### config.mk
export PLATFORM = sky130hd
export DESIGN_NAME = gbr_walk
export DESIGN_NICKNAME = d
export VERILOG_FILES = /design/src/gbr_pkg.sv /design/src/gbr_walk.sv
export SDC_FILE = /design/constraint.sdc
export NUM_CORES = 1
export LEC_CHECK = 0
export BUFFER_PORTS_ARGS = -buffer_cell sky130_fd_sc_hd__buf_2
export CAP_MARGIN = 40
export CORE_UTILIZATION = 61
export CTS_CLUSTER_DIAMETER = 60
export CTS_CLUSTER_SIZE = 12
export DETAILED_ROUTE_END_ITERATION = 6
export GPL_ROUTABILITY_DRIVEN = 0
export PLACE_DENSITY_LB_ADDON = 0.2
export SLEW_MARGIN = 15
export SYNTH_ARGS = -nofsm -noshare
export SYNTH_HDL_FRONTEND = slang
export SYNTH_SLANG_ARGS = --single-unit
### constraint.sdc
create_clock -name clk_i -period 10.1 [get_ports clk_i]
set_input_delay 1.515 -clock clk_i [delete_from_list [all_inputs] [get_ports clk_i]]
set_output_delay 1.515 -clock clk_i [all_outputs]
set_load 0.005 [all_outputs]
### src/gbr_pkg.sv
package gbr_pkg;

  // font geometry
  localparam int GLYPH_COUNT     = 256;
  localparam int MAX_ROWS        = 8;
  localparam int BASELINE_OFFSET = 9;
  localparam int GLYPH_W         = $clog2(GLYPH_COUNT);
  localparam int ROW_W           = $clog2(MAX_ROWS);
  localparam int FONT_DEPTH      = GLYPH_COUNT * MAX_ROWS;
  localparam int FONT_AW         = GLYPH_W + ROW_W;

  // coordinate widths
  localparam int COORD_W = 12;
  localparam int PIX_W   = 13;
  localparam int CALC_W  = 14;

  // config register map (word index)
  localparam int APB_AW = 5;
  localparam logic [2:0] REG_GLYPH_HEIGHT = 3'd0;
  localparam logic [2:0] REG_SCALE        = 3'd1;
  localparam logic [2:0] REG_CLIP_ENABLE  = 3'd2;
  localparam logic [2:0] REG_CLIP_LEFT    = 3'd3;
  localparam logic [2:0] REG_CLIP_TOP     = 3'd4;
  localparam logic [2:0] REG_CLIP_WIDTH   = 3'd5;
  localparam logic [2:0] REG_CLIP_HEIGHT  = 3'd6;

  // reset values
  localparam logic [3:0]  RST_GLYPH_HEIGHT = 4'd8;
  localparam logic [3:0]  RST_SCALE        = 4'd1;
  localparam logic [11:0] RST_CLIP_WIDTH   = 12'd319;
  localparam logic [11:0] RST_CLIP_HEIGHT  = 12'd239;

  typedef enum logic [1:0] {
    FUNC_WRITE_ROW   = 2'd0,
    FUNC_WRITE_WIDTH = 2'd1,
    FUNC_DRAW        = 2'd2,
    FUNC_UNUSED      = 2'd3
  } func_e;

  typedef struct packed {
    logic [3:0]                glyph_height;
    logic [3:0]                scale;
    logic                      clip_enable;
    logic signed [COORD_W-1:0] clip_left;
    logic signed [COORD_W-1:0] clip_top;
    logic [COORD_W-1:0]        clip_width;
    logic [COORD_W-1:0]        clip_height;
  } cfg_t;

  typedef struct packed {
    logic               row_we;
    logic               width_we;
    logic [GLYPH_W-1:0] wr_glyph;
    logic [ROW_W-1:0]   wr_row;
    logic [7:0]         row_data;
    logic [3:0]         width_data;
    logic               rd_en;
    logic [GLYPH_W-1:0] rd_glyph;
    logic [ROW_W-1:0]   rd_row;
  } mem_req_t;

  typedef struct packed {
    logic [7:0] row_data;
    logic [3:0] width_data;
  } mem_rsp_t;

endpackage

### src/gbr_walk.sv
module gbr_walk (
  input  logic                                clk_i,
  input  logic                                rst_ni,
  input  gbr_pkg::cfg_t                       cfg_i,
  input  logic                                in_valid_i,
  output logic                                in_ready_o,
  input  logic [1:0]                          func_i,
  input  logic [7:0]                          char_code_i,
  input  logic [2:0]                          row_index_i,
  input  logic [7:0]                          row_bits_i,
  input  logic [3:0]                          width_value_i,
  input  logic signed [gbr_pkg::COORD_W-1:0]  origin_x_i,
  input  logic signed [gbr_pkg::COORD_W-1:0]  origin_y_i,
  output gbr_pkg::mem_req_t                   mem_req_o,
  input  gbr_pkg::mem_rsp_t                   mem_rsp_i,
  output logic                                out_valid_o,
  input  logic                                out_ready_i,
  output logic                                pixel_valid_o,
  output logic signed [gbr_pkg::PIX_W-1:0]    pixel_x_o,
  output logic signed [gbr_pkg::PIX_W-1:0]    pixel_y_o,
  output logic signed [gbr_pkg::PIX_W-1:0]    next_x_o,
  output logic                                last_o
);
  import gbr_pkg::*;

  typedef enum logic [3:0] {
    ST_IDLE = 4'b0001,
    ST_PREP = 4'b0010,
    ST_SCAN = 4'b0100,
    ST_DONE = 4'b1000
  } state_e;

  state_e state_q, state_d;

  logic [GLYPH_W-1:0]       glyph_q, glyph_d;
  logic signed [COORD_W-1:0] ox_q, ox_d, oy_q, oy_d;
  logic [3:0]               width_q, width_d;
  logic [3:0]               height_q, height_d;
  logic signed [PIX_W-1:0]  nx_q, nx_d;
  logic signed [CALC_W-1:0] x_q, x_d, y_q, y_d;
  logic [ROW_W-1:0]         row_q, row_d;
  logic [2:0]               bit_q, bit_d;
  logic                     have_q, have_d;
  logic signed [PIX_W-1:0]  lx_q, lx_d, ly_q, ly_d;

  logic                     out_valid_q, out_valid_d;
  logic                     out_pv_q, out_pv_d, out_last_q, out_last_d;
  logic signed [PIX_W-1:0]  out_px_q, out_px_d, out_py_q, out_py_d, out_nx_q, out_nx_d;

  logic                     accept, out_free, out_load;
  logic [3:0]               width_clamp, height_clamp;
  logic [7:0]               adv_prod;
  logic signed [CALC_W-1:0] ox_ext, oy_ext, sc_ext, right_s, bottom_s, left_s, top_s;
  logic                     bit_set, in_window, found, stall, last_bit, last_row;

  assign accept   = in_valid_i && in_ready_o;
  assign out_free = !out_valid_q || out_ready_i;

  assign in_ready_o = (state_q == ST_IDLE);

  assign ox_ext   = {{(CALC_W-COORD_W){ox_q[COORD_W-1]}}, ox_q};
  assign oy_ext   = {{(CALC_W-COORD_W){oy_q[COORD_W-1]}}, oy_q};
  assign sc_ext   = {{(CALC_W-4){1'b0}}, cfg_i.scale};
  assign left_s   = {{(CALC_W-COORD_W){cfg_i.clip_left[COORD_W-1]}}, cfg_i.clip_left};
  assign top_s    = {{(CALC_W-COORD_W){cfg_i.clip_top[COORD_W-1]}}, cfg_i.clip_top};
  assign right_s  = left_s + $signed({{(CALC_W-COORD_W){1'b0}}, cfg_i.clip_width});
  assign bottom_s = top_s + $signed({{(CALC_W-COORD_W){1'b0}}, cfg_i.clip_height});

  assign width_clamp  = (mem_rsp_i.width_data > 4'd8) ? 4'd8 : mem_rsp_i.width_data;
  assign height_clamp = (cfg_i.glyph_height > 4'(MAX_ROWS)) ? 4'(MAX_ROWS)
                                                            : cfg_i.glyph_height;
  assign adv_prod     = 8'(width_clamp) * 8'(cfg_i.scale);

  assign bit_set   = mem_rsp_i.row_data[bit_q];
  assign in_window = (x_q >= left_s) && (x_q <= right_s) &&
                     (y_q >= top_s) && (y_q <= bottom_s);
  assign found     = bit_set && (!cfg_i.clip_enable || in_window);
  assign stall     = found && have_q && !out_free;
  assign last_bit  = ({1'b0, bit_q} == (4'd8 - width_q));
  assign last_row  = ((4'(row_q) + 4'd1) == height_q);

  always_comb begin
    state_d  = state_q;
    glyph_d  = glyph_q;
    ox_d     = ox_q;
    oy_d     = oy_q;
    width_d  = width_q;
    height_d = height_q;
    nx_d     = nx_q;
    x_d      = x_q;
    y_d      = y_q;
    row_d    = row_q;
    bit_d    = bit_q;
    have_d   = have_q;
    lx_d     = lx_q;
    ly_d     = ly_q;

    out_load   = 1'b0;
    out_pv_d   = out_pv_q;
    out_px_d   = out_px_q;
    out_py_d   = out_py_q;
    out_nx_d   = out_nx_q;
    out_last_d = out_last_q;

    mem_req_o            = '0;
    mem_req_o.wr_glyph   = char_code_i[GLYPH_W-1:0];
    mem_req_o.wr_row     = row_index_i[ROW_W-1:0];
    mem_req_o.row_data   = row_bits_i;
    mem_req_o.width_data = width_value_i;
    mem_req_o.rd_glyph   = glyph_q;
    mem_req_o.rd_row     = row_q;

    case (state_q)
      ST_IDLE: begin
        if (accept) begin
          case (func_e'(func_i))
            FUNC_WRITE_ROW: begin
              mem_req_o.row_we = (4'(row_index_i) < 4'(MAX_ROWS));
            end
            FUNC_WRITE_WIDTH: begin
              mem_req_o.width_we = 1'b1;
            end
            FUNC_DRAW: begin
              // fetch width and row zero together
              mem_req_o.rd_en    = 1'b1;
              mem_req_o.rd_glyph = char_code_i[GLYPH_W-1:0];
              mem_req_o.rd_row   = '0;
              glyph_d = char_code_i[GLYPH_W-1:0];
              ox_d    = origin_x_i;
              oy_d    = origin_y_i;
              state_d = ST_PREP;
            end
            default: ;
          endcase
        end
      end
      ST_PREP: begin
        width_d  = width_clamp;
        height_d = height_clamp;
        nx_d     = PIX_W'(ox_ext) + PIX_W'(adv_prod) + PIX_W'(cfg_i.clip_enable);
        x_d      = ox_ext;
        y_d      = oy_ext + CALC_W'(BASELINE_OFFSET) - CALC_W'(height_clamp);
        row_d    = '0;
        bit_d    = 3'd7;
        have_d   = 1'b0;
        if ((width_clamp == 4'd0) || (height_clamp == 4'd0)) begin
          state_d = ST_DONE;
        end else begin
          state_d = ST_SCAN;
        end
      end
      ST_SCAN: begin
        if (!stall) begin
          if (found) begin
            if (have_q) begin
              out_load   = 1'b1;
              out_pv_d   = 1'b1;
              out_px_d   = lx_q;
              out_py_d   = ly_q;
              out_nx_d   = nx_q;
              out_last_d = 1'b0;
            end
            have_d = 1'b1;
            lx_d   = x_q[PIX_W-1:0];
            ly_d   = y_q[PIX_W-1:0];
          end
          x_d   = x_q + sc_ext;
          bit_d = bit_q - 3'd1;
          if (last_bit) begin
            x_d   = ox_ext;
            y_d   = y_q + sc_ext;
            bit_d = 3'd7;
            row_d = row_q + ROW_W'(1);
            if (last_row) begin
              row_d   = '0;
              state_d = ST_DONE;
            end else begin
              mem_req_o.rd_en  = 1'b1;
              mem_req_o.rd_row = row_q + ROW_W'(1);
            end
          end
        end
      end
      ST_DONE: begin
        if (out_free) begin
          out_load   = 1'b1;
          out_pv_d   = have_q;
          out_px_d   = have_q ? lx_q : '0;
          out_py_d   = have_q ? ly_q : '0;
          out_nx_d   = nx_q;
          out_last_d = 1'b1;
          have_d     = 1'b0;
          state_d    = ST_IDLE;
        end
      end
      default: begin
        state_d = ST_IDLE;
      end
    endcase

    if (out_load) begin
      out_valid_d = 1'b1;
    end else if (out_ready_i) begin
      out_valid_d = 1'b0;
    end else begin
      out_valid_d = out_valid_q;
    end
  end

  always_ff @(posedge clk_i or negedge rst_ni) begin
    if (!rst_ni) begin
      state_q     <= ST_IDLE;
      row_q       <= '0;
      bit_q       <= 3'd7;
      have_q      <= 1'b0;
      out_valid_q <= 1'b0;
    end else begin
      state_q     <= state_d;
      row_q       <= row_d;
      bit_q       <= bit_d;
      have_q      <= have_d;
      out_valid_q <= out_valid_d;
    end
  end

  always_ff @(posedge clk_i) begin
    glyph_q    <= glyph_d;
    ox_q       <= ox_d;
    oy_q       <= oy_d;
    width_q    <= width_d;
    height_q   <= height_d;
    nx_q       <= nx_d;
    x_q        <= x_d;
    y_q        <= y_d;
    lx_q       <= lx_d;
    ly_q       <= ly_d;
    out_pv_q   <= out_pv_d;
    out_px_q   <= out_px_d;
    out_py_q   <= out_py_d;
    out_nx_q   <= out_nx_d;
    out_last_q <= out_last_d;
  end

  assign out_valid_o   = out_valid_q;
  assign pixel_valid_o = out_pv_q;
  assign pixel_x_o     = out_px_q;
  assign pixel_y_o     = out_py_q;
  assign next_x_o      = out_nx_q;
  assign last_o        = out_last_q;

endmodule

; Yosys cells after proc, flatten, opt, wreduce, memory -nomap -nowiden
; Index checks and enable logic that the tools add are counted.
[totals]
regBits = 160
in_bits = 122
out_inout_bits = 80
wordCells = 162
[classes]
addsub = 12
multipliers = 1
magnitude_cmp = 7
n_eq_ne = 16
mux = 78
bitwise = 1
n_reduce_logical = 27
[op_table]
columns = operator, count
row1 = $mux W13, 14
row2 = $pmux W13 S2, 3
row3 = $mux W14, 4
row4 = $pmux W14 S2, 2
row5 = $mux W4, 9
row6 = $add A12 B13 Y14, 2
row7 = $add A14 B5 Y14, 2
row8 = $ge A14 B12 Y1, 2
row9 = $le A14 B14 Y1, 2
row10 = $mux W12, 2
row11 = $mux W3, 8
row12 = $mux W1, 23
row13 = $pmux W3 S2, 3
row14 = $pmux W4 S4, 1
row15 = $sub A13 B5 Y14, 1
row16 = $add A12 B5 Y13 const B, 1
row17 = $add A12 B9 Y13, 1
row18 = $add A13 B1 Y13, 1
row19 = $ne A2 B2 Y1 const B, 6
row20 = $reduce_and A3 Y1, 3
row21 = $gt A4 B4 Y1 const B, 2
row22 = $logic_not A4 Y1, 2
row23 = $mul A4 B4 Y8, 1
row24 = $mux W8, 1
row25 = 29 further kinds, 46

; Logic depth before layout (Yosys ltp)
; Gate-level depths: netlist of run 1.
[depth]
depth_word = 12
mapped_depth = 21
depth_no_buf = 20

; Worst setup path before layout of run 1
; No wires, ideal clock.
[synth_timing]
path_type = input port to flip-flop
from = input port cfg_i[12] in the netlist's numbering
to = register out_last_q, in the netlist last_o, enable pin
setup_time_ps = 440
arrival_time_ps = 6285
t_required_ps = 9660
path_slack_ps = 3376
stages = 20
n_path_buf = 0
cell_sequence = ha_1 > inv_1 > fa_1 > nor2b_1 > o21ai_0 > a21boi_0 > o21ai_0 > a21oi_1 > a21boi_0 > a221oi_1 > xnor2_1 > ha_1 > and3_1 > o2111ai_1 > a31o_2 > nand3_1 > mux2i_1 > o21ai_0 > a41oi_1 > nor2_1
[synth_via]
elab_chain_cells = 11
elab_cells_between_ends = 12
cone_classes = 1 x add/sub / 1 x order compare / 2 x eq/ne / 8 x reduce/logical
[synth_lines]
columns = element, line_no
row1 = "start, declared", gbr_walk.sv:4  ; input gbr_pkg::cfg_t cfg_i,
row2 = $add A12 B13 Y14 *, gbr_walk.sv:66  ; assign right_s = left_s + $signed({{(CALC_W-COORD_W){1'b0}}, cfg_i.clip_width});
row3 = $le A14 B14 Y1 *, gbr_walk.sv:75  ; assign in_window = (x_q >= left_s) && (x_q <= right_s) &&
row4 = $logic_and A1 B1 Y1 * (2 in a row), gbr_walk.sv:75
row5 = $logic_and A1 B1 Y1 *, gbr_walk.sv:76  ; (y_q >= top_s) && (y_q <= bottom_s);
row6 = $logic_or A1 B1 Y1 *, gbr_walk.sv:77  ; assign found = bit_set && (!cfg_i.clip_enable || in_window);
row7 = $logic_and A1 B1 Y1 *, gbr_walk.sv:77
row8 = $logic_and A1 B1 Y1 (2 in a row), gbr_walk.sv:78  ; assign stall = found && have_q && !out_free;
row9 = $ne A2 B2 Y1 (no source line), n/a
row10 = $reduce_and A5 Y1 (no source line) *, n/a
row11 = "end signal, assigned", gbr_walk.sv:241  ; out_last_q <= out_last_d;
row12 = "end, declared", gbr_walk.sv:47  ; logic out_pv_q, out_pv_d, out_last_q, out_last_d;
; Mark *: on every way between the ends. The rest lies on a longest branch, timed or not.
; A chain may end at the register's enable or synchronous reset.

==> summary.md, run 1 <==
| Metric | Value |
|---|---|
| TritonCTS clock tree | `yes` |
| Initial Util | `0.631` |
| Final WL | `around 22,000 µm` |
| Post-synth top area share | `0.422` |
| Synth warn | `0` |
| Multi-input logic area | `just over 5000 µm²` |
| Max-Cap Viols | `0` |
| Crit path DAT | `5.90 ns` |
| Site row count | `47` |
| Vias in the first global route | `about 7,700` |
| Post-route design area | `around 12,000 µm²` |
| Io pins | `a little over 200` |
| # DRC | `0` |
| # nets final | `about 1,400` |
| Largest net degree at the start of global routing | `42` |
| Pwr/cell area | `roughly 150 nW/µm²` |
| Ratio of cells with drive above 1 in the final layout | `0.195` |
| TritonCTS buffer count | `17` |
| Leading area contributor after synthesis | `edfxtp_1` |
| Post-Syn Area | `10,500 µm²` |
| Hold Crit Class | `flop to flop` |
| Total number of vias | `around 7,800` |
| R2r setup slk | `roughly 6.5 ns` |
| Min-delay src | `nx_q[11]` |
| Slew margin rel. | `0.529` |
| Register bit total from synthesis | `160` |
| Fin crit share | `0.734` |
| Routed Antenna Nets | `0` |
| Buffers on Ports | `roughly 170` |
| Grt ovf | `0` |
| Placed Area | `11,500 µm²` |
| Pre-CTS setup slack | `between 2 and 3 ns` |
| Async set-or-reset flop fraction in the synthesized netlist | `0.0750` |
| GRT Util Overall | `0.263` |
| Drt initial violations | `roughly 530` |
| Height of the chip | `about 130 µm` |
| Die width | `roughly 130 µm` |
| Final Hold Viols | `0` |
| CTS max path bufs | `2` |
| Clock Skew | `around 0.0088 ns` |
| Vias per cell | `5.65` |
| WL per Instance | `~16 µm` |
| Clk pin slew, worst setup/hold paths | `about 0.06 ns` |
| Register area | `approximately 4700 µm²` |
| Clock sink count | `160` |
| Antenna diodes | `0` |
| Final setup TNS | `0 ns` |
| Critical-path maximum fanout | `12` |
| Core area | `approximately 17,000 µm²` |
| Startpoint class of the critical path | `input port` |
| CP required | `8.59 ns` |
| Register area share after synthesis | `0.451` |
| First-pass DRT Iterations | `5` |
| Final setup fails | `0` |
| Util after Layout | `0.725` |
| Post-CTS Resized | `0` |
| Max Freq | `roughly 0.13 GHz` |
| Worst Setup SP | `cfg_i[0]` |
| Layout area overhead | `14.9%` |
| First-pass GRT wire length | `around 37,000 µm` |
| CP Capture Type | `primary output` |
| Final setup margin | `between 2 and 3 ns` |
| Dpl hpwl | `17,100 µm` |
| H-tree depth | `4` |
| Syn Nets | `around 1,200` |
| Top post-synthesis cells by area | `edfxtp_1, ha_1, inv_1` |
| Post-synth EDFFs | `148` |
| RSZ-0062 raised after global routing | `false` |
| Full die area | `roughly 18,000 µm²` |
| Critical path class | `input port to primary output` |
| Most common flop cell mapped by yosys | `edfxtp_1` |
| Worst vdd ir | `between 100 and 150 µV` |
| Hold_buf cts | `0` |
| RR Startpoint | `y_q[11]` |
| Worst Tran Pin Value | `0.688 ns` |
| Initial antenna violation count | `0` |
| Final Slew Violations | `0` |
| # fillers | `approximately 1,200` |
| Postcts setup bufs | `0` |
| CTS Root Cell | `clkbuf_16` |
| Tmin final | `approximately 7.4 ns` |
| Mean post-synth cell area | `between 10 and 15 µm²` |
| Status | `finished clean` |
| Clock Latency Late Sink | `between 0.4 and 0.5 ns` |
| P_leak | `between 5 and 6 nW` |
| Post-synthesis cell count | `roughly 990` |
| Unique cell type count in the Yosys netlist | `68` |
-- state kept, by name, indices dropped and copies added (netlist names) --
| register | count |
|---|---|
| last_o | 1 |
| ox_q | 12 |
| bit_q | 3 |
| lx_q | 13 |
| row_q | 3 |
| have_q | 1 |
| state_q | 4 |
| out_valid_o | 1 |
| oy_q | 12 |
| nx_q | 13 |
| glyph_q | 8 |
| pixel_y_o | 13 |
| next_x_o | 13 |
| ly_q | 13 |
| x_q | 14 |
| pixel_x_o | 13 |
| width_q | 4 |
| height_q | 4 |
| pixel_valid_o | 1 |
| y_q | 14 |
-- metrics by stage --
step	power, mW	cells	hold slack [ns]
after floorplan	1.10	988	0.400
after global placement	1.21	1350	0.404
after detailed placement	1.22	1352	0.405
after CTS	1.85	1384	0.418
after global routing	1.93	1384	0.433
final	1.84	1384	0.418
-- power by group --
part	internal, mW	switching, mW	total, mW
sequential	0.772	0.0376	0.809
clock	0.368	0.256	0.625
combinational	0.185	0.222	0.407
total	1.32	0.516	1.84
-- routing by layer --
layer,share of wire,GRT usage,up-vias
li1,-,-,3825
met1,0.46,0.357,3672
met2,0.47,0.431,293
met3,0.055,0.0407,36
met4,0.019,0.0947,0
met5,0,0,-
-- cells in the mapped netlist, types with 12 or more instances --
library cell and number:
edfxtp_1 148, ha_1 128, inv_1 106, nand2_1 79, a21oi_1 53, nor2_1 52, o21ai_0 47, nor2b_1 46
xor2_1 37, xnor2_1 34, buf_4 23, nand3_1 17, a21o_1 16, nor3_1 16, and3_1 15, nand2b_1 15
a21boi_0 12
-- layout by cell type (no fill, tap or decap), types with 34 or more instances in the layout --
cell type  instances
nor2_1            51
buf_2            171
edfxtp_1         148
xnor2_1           34
o21ai_0           47
xor2_1            37
a21oi_1           52
inv_1            106
nand2_1           79
ha_1             128
nor2b_1           46
-- critical path, cell delays in order --
cell       delay [ns]
buf_2            0.10
ha_1             0.20
inv_1            0.08
fa_1             0.20
nor2b_1          0.05
o21ai_0          0.30
a21boi_0         0.16
o21ai_0          0.27
a21oi_1          0.15
a21boi_0         0.26
nor2b_1          0.21
xor2_1           0.09
ha_1             0.27
nand4_1          0.10
nor3_1           0.27
o31ai_1          0.12
a222oi_1         0.34
nand4bb_1        0.21
o41a_1           0.42
nand3_1          0.22
mux2i_1          0.21
buf_2            0.14
-- cell families (layout without fill, tap and decap cells) --
| family | after synthesis | after routing | synth area share |
|---|---|---|---|
| buf+inv | 145 | 321 | 0.0608 |
| flops | 160 | 160 | 0.451 |
| compound gates | 183 | 183 | 0.110 |
| fa+ha+maj | 139 | 139 | 0.173 |
| simple gates | 282 | 282 | 0.137 |
| xor+xnor | 71 | 71 | 0.0590 |
| mux | 8 | 8 | 0.00997 |
-- layout make-up --
cell class / count / share of cell area
clock buffers: 21 / 0.0372
clock inverters: 11 / 0.00972
inverters: 107 / 0.0332
flip-flops and latches: 160 / 0.392
multi-input cells: 683 / 0.427
repair buffers: 182 / 0.0781
well taps: 220 / 0.0227
-- path summary, 6_finish.rpt --
| path | to | cells after the start |
|---|---|---|
| worst max-delay path | mem_req_o[0] | 22 |
| worst min-delay path | next_x_o[11] | 0 |
| worst max register to register | y_q[4] | 10 |
| worst min register to register | next_x_o[11] | 0 |
| max in group asynchronous | state_q[0] | 1 |
| min in group asynchronous | out_valid_o | 1 |
(Power assumes the default switching activity.)
==> inputs of run 2 (changes only) <==
--- a/config.mk
+++ b/config.mk
@@ -7,7 +7,7 @@
 export LEC_CHECK = 0
 export BUFFER_PORTS_ARGS = -buffer_cell sky130_fd_sc_hd__buf_2
 export CAP_MARGIN = 40
-export CORE_UTILIZATION = 61
+export CORE_UTILIZATION = 57
 export CTS_CLUSTER_DIAMETER = 60
 export CTS_CLUSTER_SIZE = 12
 export DETAILED_ROUTE_END_ITERATION = 6
==> constraint.sdc (replaced) <==
create_clock -name clk_i -period 7.1 [get_ports clk_i]
set_input_delay 1.065 -clock clk_i [delete_from_list [all_inputs] [get_ports clk_i]]
set_output_delay 1.065 -clock clk_i [all_outputs]
set_load 0.005 [all_outputs]
==> run 2 against run 1 <==
  * Setup slack got worse by 2.0 ns
  * Clock power rose by 41%
  * Combinational power rose by 41%
  * Critical endpoint unchanged
  * Power grew 41%
  * Largest power group unchanged
  * Register-to-register slack got worse by 3.0 ns
  * Largest cell class unchanged
  * Routed wire length is 1.9% lower
  * Critical path depth is the same
  * Core utilization fell by 5.2 points
==> summary.md, run 2 (synthesized netlist as in run 1, its figures left out) <==
| Metric | Value |
|---|---|
| Status | `finished clean` |
| Fin crit share | `0.904` |
| PnR Total Power | `2.60 mW` |
| Vias per cell | `5.50` |
| First-pass GRT wire length | `roughly 35,000 µm` |
| Top delay family on crit path | `compound AO/OA/AOI/OAI gates` |
| P_leak | `~5.4 nW` |
| Largest net degree at the start of global routing | `42` |
| Site row count | `49` |
| Initial antenna violation count | `0` |
| Final setup fails | `0` |
| Hold_buf cts | `0` |
| Routed Antenna Nets | `0` |
| WP buf/inv | `3` |
| Clock sink count | `160` |
| Layout area overhead | `15.0%` |
| Clock Skew | `0.00893 ns` |
| Largest regs | `x_q x14, y_q x14` |
| Worst hold margin | `0.419 ns` |
| Final Slew Violations | `0` |
| Clk pin slew, worst setup/hold paths | `approximately 0.070 ns` |
| Height of the chip | `roughly 140 µm` |
| Crit path DAT | `~5.4 ns` |
| CP required | `6.03 ns` |
| Largest stage delay, worst path | `about 0.48 ns` |
| CTS max path bufs | `2` |
| Die width | `138 µm` |
| Final setup TNS | `0 ns` |
| Post-CTS Resized | `0` |
| Vias in the first global route | `around 7,500` |
| TritonCTS clock tree | `yes` |
| Postcts setup bufs | `0` |
| Clock Latency Late Sink | `around 0.43 ns` |
| H-tree depth | `4` |
| Critical-path maximum fanout | `12` |
| Buffers on Ports | `around 170` |
| Slowest library cell on the worst path | `o41a_1` |
| RSZ-0062 raised after global routing | `false` |
| TritonCTS buffer count | `17` |
| Slew margin rel. | `0.549` |
| Pwr/cell area | `roughly 210 nW/µm²` |
| Critical path class | `input port to primary output` |
| Post-route design area | `12,100 µm²` |
| # fillers | `1,418` |
| Multi-input logic area | `5160 µm²` |
| Commonest non-fill, non-tap cell in the layout | `buf_2` |
| CP Capture Type | `primary output` |
| Max-Cap Viols | `0` |
| Final Hold Viols | `0` |
| Final WL | `roughly 22,000 µm` |
| Total number of vias | `7,665` |
| WL per Instance | `between 15 and 20 µm` |
| Max Freq | `roughly 0.16 GHz` |
| Grt ovf | `0` |
| Startpoint class of the critical path | `input port` |
| Commonest non-fill, non-tap cells in the layout | `buf_2, edfxtp_1, ha_1, inv_1, nand2_1` |
| Hold Crit Class | `flop to flop` |
| Critical Path, Cell by Cell | `buf_2, ha_1, inv_1, fa_1, nor2b_1, o21ai_0, a21boi_0, o21ai_0, a21oi_1, a21boi_0, a221oi_1, xnor2_1, ha_1, and3_1, o2111ai_1, a31o_2, nand3_1, mux2i_1, o41a_1, nand3_1, mux2i_1, buf_2` |
| # nets final | `roughly 1,400` |
| Drt initial violations | `between 400 and 500` |
| Ratio of cells with drive above 1 in the final layout | `0.197` |
| Full die area | `approximately 19,000 µm²` |
| Placed Area | `11,600 µm²` |
| Worst Tran Pin Value | `~0.67 ns` |
| Post-Place Cells | `about 1,400` |
| Dpl hpwl | `17,000 µm` |
| GRT Util Overall | `0.243` |
| # DRC | `0` |
| Io pins | `between 200 and 250` |
| R2r setup slk | `3.55 ns` |
| First-pass DRT Iterations | `5` |
| Initial Util | `0.585` |
| Antenna diodes | `0` |
| Non-Filler Instances | `1,393` |
| Worst vdd ir | `between 200 and 250 µV` |
| Register area | `roughly 4700 µm²` |
| Core area | `~18,000 µm²` |
| Tmin final | `between 6 and 7 ns` |
| CTS Root Cell | `clkbuf_16` |
-- run 2: power by group --
group	internal, mW	leakage [nW]	switching (mW)	total, mW
Clock	0.485	0.264	0.398	0.883
Combinational	0.263	3.69	0.309	0.572
Sequential	1.10	1.48	0.0502	1.15
-- run 2: final timing paths --
check / to / cells past startpoint / start
max: mem_req_o[0] / 22 / cfg_i[36]
min: next_x_o[11] / 0 / nx_q[11]
max reg2reg: x_q[1] / 9 / x_q[8]
min reg2reg: next_x_o[11] / 0 / nx_q[11]
max in group asynchronous: bit_q[1] / 1 / rst_ni
min in group asynchronous: row_q[1] / 1 / rst_ni
-- run 2: area by class of cell --
type	count	share of cell area
Clock buffer	17	0.0351
Tap cell	229	0.0236
Sequential cell	160	0.392
Clock inverter	15	0.0111
Multi-Input combinational cell	683	0.426
Timing Repair Buffer	182	0.0791
Inverter	107	0.0331
-- run 2: layer usage --
metal / GRT usage / routed length (µm) / up-vias
li1: - / - / 3827
met1: 0.332 / 10400 / 3565
met2: 0.400 / 10000 / 249
met3: 0.0358 / 1210 / 24
met4: 0.0725 / 307 / 0
met5: 0 / 0 / -
-- run 2: stage by stage --
| step | setup slack [ns] | utilization |
|---|---|---|
| 2_1_floorplan | 0.826 | - |
| 3_3_place_gp | 0.863 | 0.640 |
| 3_5_place_dp | 0.690 | 0.641 |
| 4_1_cts | 0.697 | 0.672 |
| 5_1_grt | 0.266 | 0.672 |
| 6_report | 0.684 | 0.672 |
==> inputs of run 3 (changes only) <==
--- a/config.mk
+++ b/config.mk
@@ -5,11 +5,11 @@
 export SDC_FILE = /design/constraint.sdc
 export NUM_CORES = 1
 export LEC_CHECK = 0
+export ABC_AREA = 1
 export BUFFER_PORTS_ARGS = -buffer_cell sky130_fd_sc_hd__buf_2
 export CAP_MARGIN = 40
 export CORE_UTILIZATION = 57
 export CTS_CLUSTER_DIAMETER = 60
-export CTS_CLUSTER_SIZE = 12
 export DETAILED_ROUTE_END_ITERATION = 6
 export GPL_ROUTABILITY_DRIVEN = 0
 export PLACE_DENSITY_LB_ADDON = 0.2
==> run 3 against run 2 <==
  * Setup slack better by 0.29 ns
  * Routed wire length rose by 2.6%
  * Sequential power increased by 17%
  * Highest routed layer unchanged
==> summary.md, run 3 <==
| Metric | Value |
|---|---|
| Status | `finished clean` |
| Core area | `between 15,000 and 20,000 µm²` |
| Critical path class | `input port to primary output` |
| Final setup fails | `0` |
| H-tree depth | `4` |
| Async set-or-reset flop fraction in the synthesized netlist | `0.0750` |
| Register bit total from synthesis | `160` |
| Full die area | `just under 20,000 µm²` |
| Antenna diodes | `0` |
| # nets final | `approximately 1,600` |
| Dpl hpwl | `~18,000 µm` |
| Clock Skew | `0.0139 ns` |
| RSZ-0062 raised after global routing | `false` |
| Register area | `between 4000 and 5000 µm²` |
| Die width | `140 µm` |
| Ratio of cells with drive above 1 in the final layout | `0.168` |
| Most numerous cell on the critical path | `nand2_1` |
| Tmin final | `a little over 6 ns` |
| CP Capture Type | `primary output` |
| Syn Nets | `approximately 1,500` |
| GRT Util Overall | `0.239` |
| Register area share after synthesis | `0.439` |
| Initial antenna violation count | `0` |
| Most common flop cell mapped by yosys | `edfxtp_1` |
| Drt initial violations | `394` |
| Critical-path maximum fanout | `3` |
| Crit path DAT | `5.06 ns` |
| Largest net degree at the start of global routing | `30` |
| Startpoint class of the critical path | `input port` |
| Fin crit share | `0.862` |
| Leading area contributor after synthesis | `edfxtp_1` |
| Postcts setup bufs | `0` |
| Slew margin rel. | `0.455` |
| Buffers on Ports | `171` |
| Clk pin slew, worst setup/hold paths | `0.06 ns` |
| Max-Cap Viols | `0` |
| Grt ovf | `0` |
| Largest stage delay, worst path | `roughly 0.39 ns` |
| Layout area overhead | `14.3%` |
| CTS Root Cell | `clkbuf_16` |
| Vias in the first global route | `just over 8,000` |
| Post-synthesis cell count | `~1,200` |
| Multi-input logic area | `5050 µm²` |
| Initial Util | `0.580` |
| Pwr/cell area | `~260 nW/µm²` |
| # DRC | `0` |
| Final WL | `around 22,000 µm` |
| Hold_buf cts | `0` |
| Top delay family on crit path | `simple AND/OR/NAND/NOR gates` |
| Height of the chip | `140 µm` |
| R2r setup slk | `~2.7 ns` |
| Hold Crit Class | `flop to flop` |
| Final setup TNS | `0 ns` |
| CTS max path bufs | `2` |
| Clock sink count | `160` |
| Top cells by instance count after synthesis | `nand2_1, inv_1, edfxtp_1` |
| Max Freq | `between 0.15 and 0.2 GHz` |
| Commonest non-fill, non-tap cells in the layout | `nand2_1, inv_1, buf_2, edfxtp_1, ha_1` |
| TritonCTS buffer count | `17` |
| Post-synth EDFFs | `between 100 and 150` |
| Slowest library cell on the worst path | `fa_1` |
| Post-CTS Resized | `0` |
| Final Hold Viols | `0` |
| Final Slew Violations | `0` |
| Top post-synthesis cells by area | `edfxtp_1, ha_1, nand2_1` |
| Site row count | `50` |
| Routed Antenna Nets | `0` |
| First-pass DRT Iterations | `5` |
| PnR Total Power | `about 3.2 mW` |
| Post-Syn Area | `10,800 µm²` |
| WL per Instance | `13.9 µm` |
| Clock Latency Late Sink | `between 0.4 and 0.5 ns` |
| First-pass GRT wire length | `36,900 µm` |
| Total number of vias | `~8,400` |
| WP buf/inv | `5` |
| Synth warn | `0` |
| P_leak | `~6.0 nW` |
| CP required | `between 6 and 7 ns` |
| Io pins | `202` |
| Unique cell type count in the Yosys netlist | `between 40 and 50` |
| Post-synth top area share | `0.411` |
| Most frequent cell after synthesis | `nand2_1` |
| Largest regs | `x_q x14, y_q x14` |
| Vias per cell | `a little over 5` |
| # fillers | `1,576` |
| Mean post-synth cell area | `just under 9 µm²` |
| Commonest non-fill, non-tap cell in the layout | `nand2_1` |
| Worst Tran Pin Value | `~0.81 ns` |
| TritonCTS clock tree | `yes` |
| Worst vdd ir | `about 190 µV` |
==> run 3: cell types whose count changed after synthesis, sizes merged, moves of 10 or more <==
cell,delta
a21boi,-12
a21o,-13
a21oi,+16
and3,-15
inv,+109
nand2,+187
nand2b,-15
nand3,+37
nor2,+45
nor2b,-46
xor2,-10
==> run 3: layout make-up <==
type                            count  area share
Inverter                          217      0.0659
Sequential cell                   160       0.384
Multi-Input combinational cell    799       0.408
Tap cell                          234      0.0237
Timing Repair Buffer              176      0.0726
Clock inverter                     14      0.0103
Clock buffer                       18      0.0347
==> run 3: logic make-up after synthesis <==
logic type               count (synthesis)  share of synthesized area
adder cells (fa/ha/maj)                139                      0.168
buffers and inverters                  250                     0.0952
XOR/XNOR                                56                     0.0453
AND/OR/NAND/NOR                        448                      0.172
flip-flops                             160                      0.439
multiplexers                             1                    0.00104
AO/OA/AOI/OAI                          155                     0.0789
==> run 3: final timing paths <==
| path | depth (start not counted) | from | endpoint |
|---|---|---|---|
| worst max-delay path | 30 | cfg_i[36] | mem_req_o[0] |
| worst min-delay path | 0 | nx_q[9] | next_x_o[9] |
| worst max register to register | 8 | state_q[0] | y_q[8] |
| worst min register to register | 0 | nx_q[9] | next_x_o[9] |
| max in group asynchronous | 1 | rst_ni | bit_q[0] |
| min in group asynchronous | 1 | rst_ni | state_q[3] |
==> run 3: report_power, final <==
group | internal, mW | switching (mW) | total (mW)
clock | 0.458 | 0.397 | 0.855
combinational | 0.403 | 0.613 | 1.02
sequential | 1.21 | 0.140 | 1.35
total | 2.07 | 1.15 | 3.23
==> run 3: through the flow <==
stage	worst slack, ns	instances	util	instance area [µm²]	hold slack, ns
2_1_floorplan	0.942	1209	-	10800	0.400
3_3_place_gp	1.13	1585	0.632	11800	0.404
3_5_place_dp	1.00	1586	0.633	11800	0.405
4_1_cts	0.980	1618	0.663	12400	0.421
5_1_grt	0.512	1618	0.663	12400	0.434
6_report	0.979	1618	0.663	12400	0.419
==> run 3: metal layers <==
metal,vias up,track usage,routed length (µm)
li1,4301,-,-
met1,3798,0.286,9610
met2,229,0.437,11300
met3,37,0.0354,1080
met4,0,0.0792,453
met5,-,0,0
